[src/rtl/core/kvt_pkg.sv]
`timescale 1ns / 1ps

package kvt_pkg;

	// Default number of table entries.
	localparam int unsigned ENTRIES_DEF = 16;

	// Field widths.
	localparam int unsigned KEY_W    = 32;
	localparam int unsigned VALUE_W  = 32;
	localparam int unsigned KIND_W   = 2;
	localparam int unsigned STATUS_W = 3;

	// Request kinds.
	localparam logic [KIND_W-1:0] KIND_DEFINE = 2'd0;
	localparam logic [KIND_W-1:0] KIND_LOOKUP = 2'd1;
	localparam logic [KIND_W-1:0] KIND_DELETE = 2'd2;

	// Result status codes.
	localparam logic [STATUS_W-1:0] ST_INSERTED = 3'd0;
	localparam logic [STATUS_W-1:0] ST_UPDATED  = 3'd1;
	localparam logic [STATUS_W-1:0] ST_HIT      = 3'd2;
	localparam logic [STATUS_W-1:0] ST_MISS     = 3'd3;
	localparam logic [STATUS_W-1:0] ST_FULL     = 3'd4;

	// Request and commit controls broadcast to every cell.
	typedef struct packed {
		logic signed [KEY_W-1:0]   key;
		logic signed [VALUE_W-1:0] value;
		logic                      commit;
		logic                      do_update;
		logic                      do_insert;
		logic                      do_delete;
	} cell_ctl_t;

	// What each cell reports back after its compare.
	typedef struct packed {
		logic                      hit;
		logic signed [VALUE_W-1:0] hit_value;
	} cell_sts_t;

endpackage

[src/rtl/core/kvt_cell.sv]
`timescale 1ns / 1ps

module kvt_cell
	import kvt_pkg::*;
(
	input  logic      clk,
	input  logic      arst_n,
	input  cell_ctl_t ctl,
	input  logic      claim_in,
	output logic      claim_out,
	output cell_sts_t sts
);

	logic signed [KEY_W-1:0]   key_q;
	logic signed [VALUE_W-1:0] value_q;
	logic                      valid_q;
	logic                      hit_s1;
	logic                      take_free;

	// A free cell takes an insert only if no lower cell has claimed it already.
	assign take_free = ~valid_q & ~claim_in;
	assign claim_out = claim_in | ~valid_q;

	// The compare result is registered, so the resolve cycle sees a stable hit.
	always_ff @(posedge clk or negedge arst_n) begin
		if (!arst_n) begin
			hit_s1  <= 1'b0;
			valid_q <= 1'b0;
		end else begin
			hit_s1 <= valid_q && (key_q == ctl.key);
			if (ctl.commit) begin
				if (ctl.do_insert && take_free) begin
					valid_q <= 1'b1;
				end else if (ctl.do_delete && hit_s1) begin
					valid_q <= 1'b0;
				end
			end
		end
	end

	// Stored key and value need no reset; they are only used while valid.
	always_ff @(posedge clk) begin
		if (ctl.commit) begin
			if (ctl.do_insert && take_free) begin
				key_q   <= ctl.key;
				value_q <= ctl.value;
			end else if (ctl.do_update && hit_s1) begin
				value_q <= ctl.value;
			end
		end
	end

	// Keys are unique, so at most one cell drives a non-zero value.
	assign sts.hit       = hit_s1;
	assign sts.hit_value = hit_s1 ? value_q : '0;

endmodule

[src/rtl/core/key_value_table.sv]
`timescale 1ns / 1ps
// A request passes the request register, the compare phase in every cell and the resolve
// phase that walks the free-slot claim along the cell chain; an output stall holds the
// resolve phase. A new request is taken while idle or as the previous one resolves.
// Reset: arst_n clears all entry valid bits and the control state at once;
// the table is empty and ready as soon as reset is released.

module key_value_table
	import kvt_pkg::*;
#(
	parameter int unsigned ENTRIES = ENTRIES_DEF
) (
	input  logic                       clk,
	input  logic                       arst_n,
	input  logic                       req_valid,
	output logic                       req_stall,
	input  logic [KIND_W-1:0]          kind,
	input  logic signed [KEY_W-1:0]    key,
	input  logic signed [VALUE_W-1:0]  value_in,
	output logic                       rsp_valid,
	input  logic                       rsp_stall,
	output logic [STATUS_W-1:0]        status,
	output logic                       found,
	output logic signed [VALUE_W-1:0]  value_out
);

	localparam logic [1:0] P_IDLE = 2'd0;
	localparam logic [1:0] P_CMP  = 2'd1;
	localparam logic [1:0] P_RES  = 2'd2;

	logic [1:0]                 phase_q;
	logic [KIND_W-1:0]          kind_q;
	logic signed [KEY_W-1:0]    key_q;
	logic signed [VALUE_W-1:0]  value_q;

	logic                       rsp_valid_q;
	logic [STATUS_W-1:0]        status_q;
	logic                       found_q;
	logic signed [VALUE_W-1:0]  value_out_q;

	logic                       out_free;
	logic                       resolve;
	logic                       accept;
	logic                       any_hit;
	logic                       full;
	logic signed [VALUE_W-1:0]  hit_value;
	logic [STATUS_W-1:0]        status_d;
	logic                       found_d;
	logic signed [VALUE_W-1:0]  value_d;

	cell_ctl_t                  ctl;
	cell_sts_t                  sts [ENTRIES];
	logic [ENTRIES:0]           claim;

	// Handshake: a new word may enter as the previous one resolves.
	assign out_free  = ~rsp_valid_q | ~rsp_stall;
	assign resolve   = (phase_q == P_RES) && out_free;
	assign req_stall = ~((phase_q == P_IDLE) || resolve);
	assign accept    = req_valid & ~req_stall;

	// Sequencer.
	always_ff @(posedge clk or negedge arst_n) begin
		if (!arst_n) begin
			phase_q <= P_IDLE;
		end else begin
			case (phase_q)
				P_IDLE: if (accept) phase_q <= P_CMP;
				P_CMP:  phase_q <= P_RES;
				P_RES:  if (resolve) phase_q <= accept ? P_CMP : P_IDLE;
				default: phase_q <= P_IDLE;
			endcase
		end
	end

	// Request register.
	always_ff @(posedge clk) begin
		if (accept) begin
			kind_q  <= kind;
			key_q   <= key;
			value_q <= value_in;
		end
	end

	// Gather the hits and the single hit value from the cells.
	always_comb begin
		any_hit   = 1'b0;
		hit_value = '0;
		for (int i = 0; i < int'(ENTRIES); i++) begin
			any_hit   = any_hit | sts[i].hit;
			hit_value = hit_value | sts[i].hit_value;
		end
	end
	assign full = ~claim[ENTRIES];

	// Controls broadcast to the cells.
	always_comb begin
		ctl.key       = key_q;
		ctl.value     = value_q;
		ctl.commit    = resolve;
		ctl.do_update = (kind_q == KIND_DEFINE) && any_hit;
		ctl.do_insert = (kind_q == KIND_DEFINE) && !any_hit;
		ctl.do_delete = (kind_q == KIND_DELETE);
	end

	// The chain of cells; the claim bit ripples from the lowest entry upwards.
	assign claim[0] = 1'b0;
	for (genvar g = 0; g < int'(ENTRIES); g++) begin : g_cell
		kvt_cell u_cell (
			.clk       (clk),
			.arst_n    (arst_n),
			.ctl       (ctl),
			.claim_in  (claim[g]),
			.claim_out (claim[g+1]),
			.sts       (sts[g])
		);
	end

	// Result word.
	always_comb begin
		status_d = ST_MISS;
		found_d  = 1'b0;
		value_d  = '0;
		case (kind_q)
			KIND_DEFINE: begin
				found_d = any_hit;
				if (any_hit) begin
					status_d = ST_UPDATED;
				end else if (full) begin
					status_d = ST_FULL;
				end else begin
					status_d = ST_INSERTED;
				end
			end
			KIND_LOOKUP: begin
				found_d = any_hit;
				if (any_hit) begin
					status_d = ST_HIT;
					value_d  = hit_value;
				end
			end
			KIND_DELETE: begin
				found_d = any_hit;
				if (any_hit) begin
					status_d = ST_HIT;
				end
			end
			default: begin
				status_d = ST_MISS;
			end
		endcase
	end

	// Output register.
	always_ff @(posedge clk or negedge arst_n) begin
		if (!arst_n) begin
			rsp_valid_q <= 1'b0;
		end else if (resolve) begin
			rsp_valid_q <= 1'b1;
		end else if (!rsp_stall) begin
			rsp_valid_q <= 1'b0;
		end
	end

	always_ff @(posedge clk) begin
		if (resolve) begin
			status_q    <= status_d;
			found_q     <= found_d;
			value_out_q <= value_d;
		end
	end

	assign rsp_valid = rsp_valid_q;
	assign status    = status_q;
	assign found     = found_q;
	assign value_out = value_out_q;

endmodule

[config.mk]
export PLATFORM = sky130hd
export DESIGN_NAME = key_value_table
export DESIGN_NICKNAME = d
export VERILOG_FILES = /design/src/rtl/core/kvt_pkg.sv /design/src/rtl/core/kvt_cell.sv /design/src/rtl/core/key_value_table.sv
export SDC_FILE = /design/constraint.sdc
export NUM_CORES = 1
export LEC_CHECK = 0
export ABC_CLOCK_PERIOD_IN_PS = 13400
export BUFFER_PORTS_ARGS = -buffer_cell sky130_fd_sc_hd__buf_2
export CELL_PAD_IN_SITES_DETAIL_PLACEMENT = 1
export CELL_PAD_IN_SITES_GLOBAL_PLACEMENT = 1
export CORE_ASPECT_RATIO = 0.5
export CORE_MARGIN = 1
export CORE_UTILIZATION = 54
export CTS_CLUSTER_DIAMETER = 150
export DETAILED_ROUTE_END_ITERATION = 7
export PLACE_DENSITY = 0.79
export SLEW_MARGIN = 10
export SYNTH_ARGS = -nofsm -noshare
export SYNTH_HDL_FRONTEND = slang
export SYNTH_HIERARCHICAL = 1
export SYNTH_SLANG_ARGS = --single-unit
[constraint.sdc]
create_clock -name clk -period 13.4 [get_ports clk]
set_input_delay 2.68 -clock clk [delete_from_list [all_inputs] [get_ports clk]]
set_output_delay 2.68 -clock clk [all_outputs]
set_load 0.02 [all_outputs]
==> results.md <==
* Status: finished, final reports clean
* PortBufs at 107
* Fraction of layout cells with a size suffix above 1 at 0.122
* Post-layout util at 0.611
* Synth area leaders: edfxtp_1, xor2_1, and2_1
* Clock skew at 22.3 ps
* Clk buf depth at 3
* Die area at 86000 sq um
* # Max-Cap Violations at 0
* Final antenna-violating net count at 0
* Crit-path cells: buf_2, a31oi_1, inv_1, buf_2
* Main synth FF type: edfxtp_1
* CTS root buffer: clkbuf_16
* All-layer global routing usage at 0.257
* Worst Max-Slew Pin Slew at 1260 ps
* Post-Syn Instances at 2733
* Global-route wire length before repair at 164000 um
* Clock Pin Slew Worst Setup and Hold Paths at 70 ps
* Final worst-path cycle share at 0.450
* Crit path required time at 10720 ps
* Critical path's top delay family: buffers and inverters
* Clk Latency, worst-skew pair at 710 ps
* Slew margin rel. at 0.157
* RD Place Congestion at 0.769
* CTS tree: built
* Pwr per Cell Area at 142 nW/um^2
* Clock Sinks at 1161
* Die H at 208 um
* Final hold violations at 0
* WL per Instance at 26.2 um
* Top-count cell post-synth: edfxtp_1
* Initial antenna violation count at 4
* Worst setup margin at 7370 ps
* # diodes at 0
* Worst path max stage delay at 310 ps
* CP dominant cell by count: buf_2
* Period minus WS final at 6030 ps
* Final hold slack at 475 ps
* Starting utilization of the core area at 0.546
* Critical Path AT at 3350 ps
* Leakage power total at 0.0174 uW
* # DRC at 0
* CTS H-tree depth at 3
* Yosys top cell by area: edfxtp_1
* CP max stage cell: a31oi_1
* Worst path bufs/invs at 3
* Setup TNS at 0 ps
* Post-synth top area share at 0.739
* Via count at 24056
* Fill cells at 7467
* Core area at 83900 sq um
* Hold_buf cts at 0
* Top cells by count, synth: edfxtp_1, and2_1, xor2_1
* Detailed-router iteration count before antenna repair at 4
* Setup Buffers After CTS at 0
* Post-Layout Inst Area at 51300 sq um
* DPL Wire Length at 59800 um
* Synthesized area at 45800 sq um
* Share of flip-flops with an asynchronous set or reset at 0.0301
* Chip Width at 414 um
* Startpoint types: input pin
* Yosys cell types at 27
* Final setup viols at 0
* # rows at 75
* Vias in the first global route at 26628
* Placed cell areas at 48000 sq um
* # nets final at 3021
* Fmax at 0.166 GHz
* Worst vdd ir at 92.3 uV
* Global route total overflow at 0
* RSZ-0062 raised after global routing: false
* Worst-path fanout max at 4
* CP Capture Type: primary output
* TritonCTS Buffers at 99
* Fin. max-slew vios at 0
* IO Count at 108
* Number of synthesized flops with an enable pin at 1126
* Kind of critical path: in2out
* Post-CTS sizing at 0
* Mapped Avg Cell Area at 16.8 sq um
* Warnings, synthesis at 6
* Final wirelength at 109000 um
* Vias per cell at 5.80
* Layout Area Growth over Synthesis at 12.0%
* Worst Hold Class: reg2reg
* Iter 0 DRT Violations at 2127
* Number of synthesized register bits at 1161
* Post-synthesis sequential area ratio at 0.758
* Largest net degree at the start of global routing at 49
* Setup WS pre-CTS at 7170 ps
power by group:
| part | total [uW] | internal [uW] | switching [uW] |
|---|---|---|---|
| clock | 2930 | 1630 | 1300 |
| sequential | 4080 | 4040 | 42.4 |
| combinational | 287 | 79.5 | 207 |
final timing paths:
kind | cells after the start | to | slack [ps] | startpoint
worst max-delay path | 4 | req_stall | 7370 | rsp_stall
worst min-delay path | 1 | phase_q[1] | 480 | phase_q[1]
worst max register to register | 8 | g_cell[0].u_cell/value_q[14] | 8370 | g_cell[8].u_cell/hit_s1
worst min register to register | 1 | phase_q[1] | 480 | phase_q[1]
max in group asynchronous | 1 | g_cell[3].u_cell/valid_q | 10820 | arst_n
min in group asynchronous | 1 | phase_q[0] | 2060 | arst_n
placed cells by master (no fill, tap or decap), types with 17 or more instances in the layout:
cell,instances
a41oi_1,32
and2_1,514
buf_2,107
buf_4,71
clkbuf_1,22
clkbuf_16,101
clkinv_1,23
dfrtp_1,35
edfxtp_1,1126
nand2_1,18
nand2b_1,17
nand3_1,48
nand4_1,17
nor3_2,32
nor4_1,245
xor2_1,496
state kept, by name (all words and copies together), names as in the netlist, 2 cells and up:
name	cells
g_cell.u_cell/hit_s1	16
g_cell.u_cell/key_q	512
g_cell.u_cell/valid_q	16
g_cell.u_cell/value_q	512
key_q	32
kind_q	2
phase_q	2
status	3
value_out	32
value_q	32
cell families (layout without fill, tap and decap cells):
kind of cell | count (synthesis) | in the layout | synth area share
AOI/OAI and AO/OA | 68 | 68 | 0.0124
xor gates and xnor gates | 512 | 512 | 0.0980
adders and majority gates | 5 | 5 | 0.00137
buffers and inverters | 73 | 371 | 0.00763
DFF | 1161 | 1161 | 0.758
muxes | 1 | 1 | 0.000219
other | 1 | 2 | 0.0000819
and+or+nand+nor | 912 | 912 | 0.123
metrics by stage:
| step | std cells | power (uW) |
|---|---|---|
| after global routing | 4148 | 7480 |
| after CTS | 4148 | 7350 |
| after detailed placement | 3961 | 4450 |
| final | 4148 | 7300 |
| after global placement | 3961 | 4430 |
| after floorplan | 2734 | 4310 |
area by class of cell:
cell class | count | area [sq um] | share of cell area
clock inverter | 59 | 586 | 0.0114
sequential | 1161 | 34700 | 0.676
multi-input combinational | 1500 | 10800 | 0.212
inverter | 6 | 22.5 | 0.000439
clock buffer | 128 | 2680 | 0.0522
timing repair buffer | 178 | 1070 | 0.0208
tap | 1116 | 1400 | 0.0272
worst register-to-register path, stage by stage (launching register included):
cell and delay, ps:
dfrtp_1 370, buf_4 270, nor4_1 710, nand4_1 390
nor2_1 980, nand2_1 210, nor3_2 200, buf_4 460
a31o_2 1020
routing by layer:
| layer | part of all wire | routed length (um) | global-route usage |
|---|---|---|---|
| met5 | 0 | 0 | 0 |
| met3 | 0.042 | 4560 | 0.0404 |
| met1 | 0.42 | 45200 | 0.333 |
| met4 | 0.026 | 2810 | 0.0789 |
| met2 | 0.52 | 56000 | 0.448 |
No activity file was read; power rests on OpenSTA's default activity.
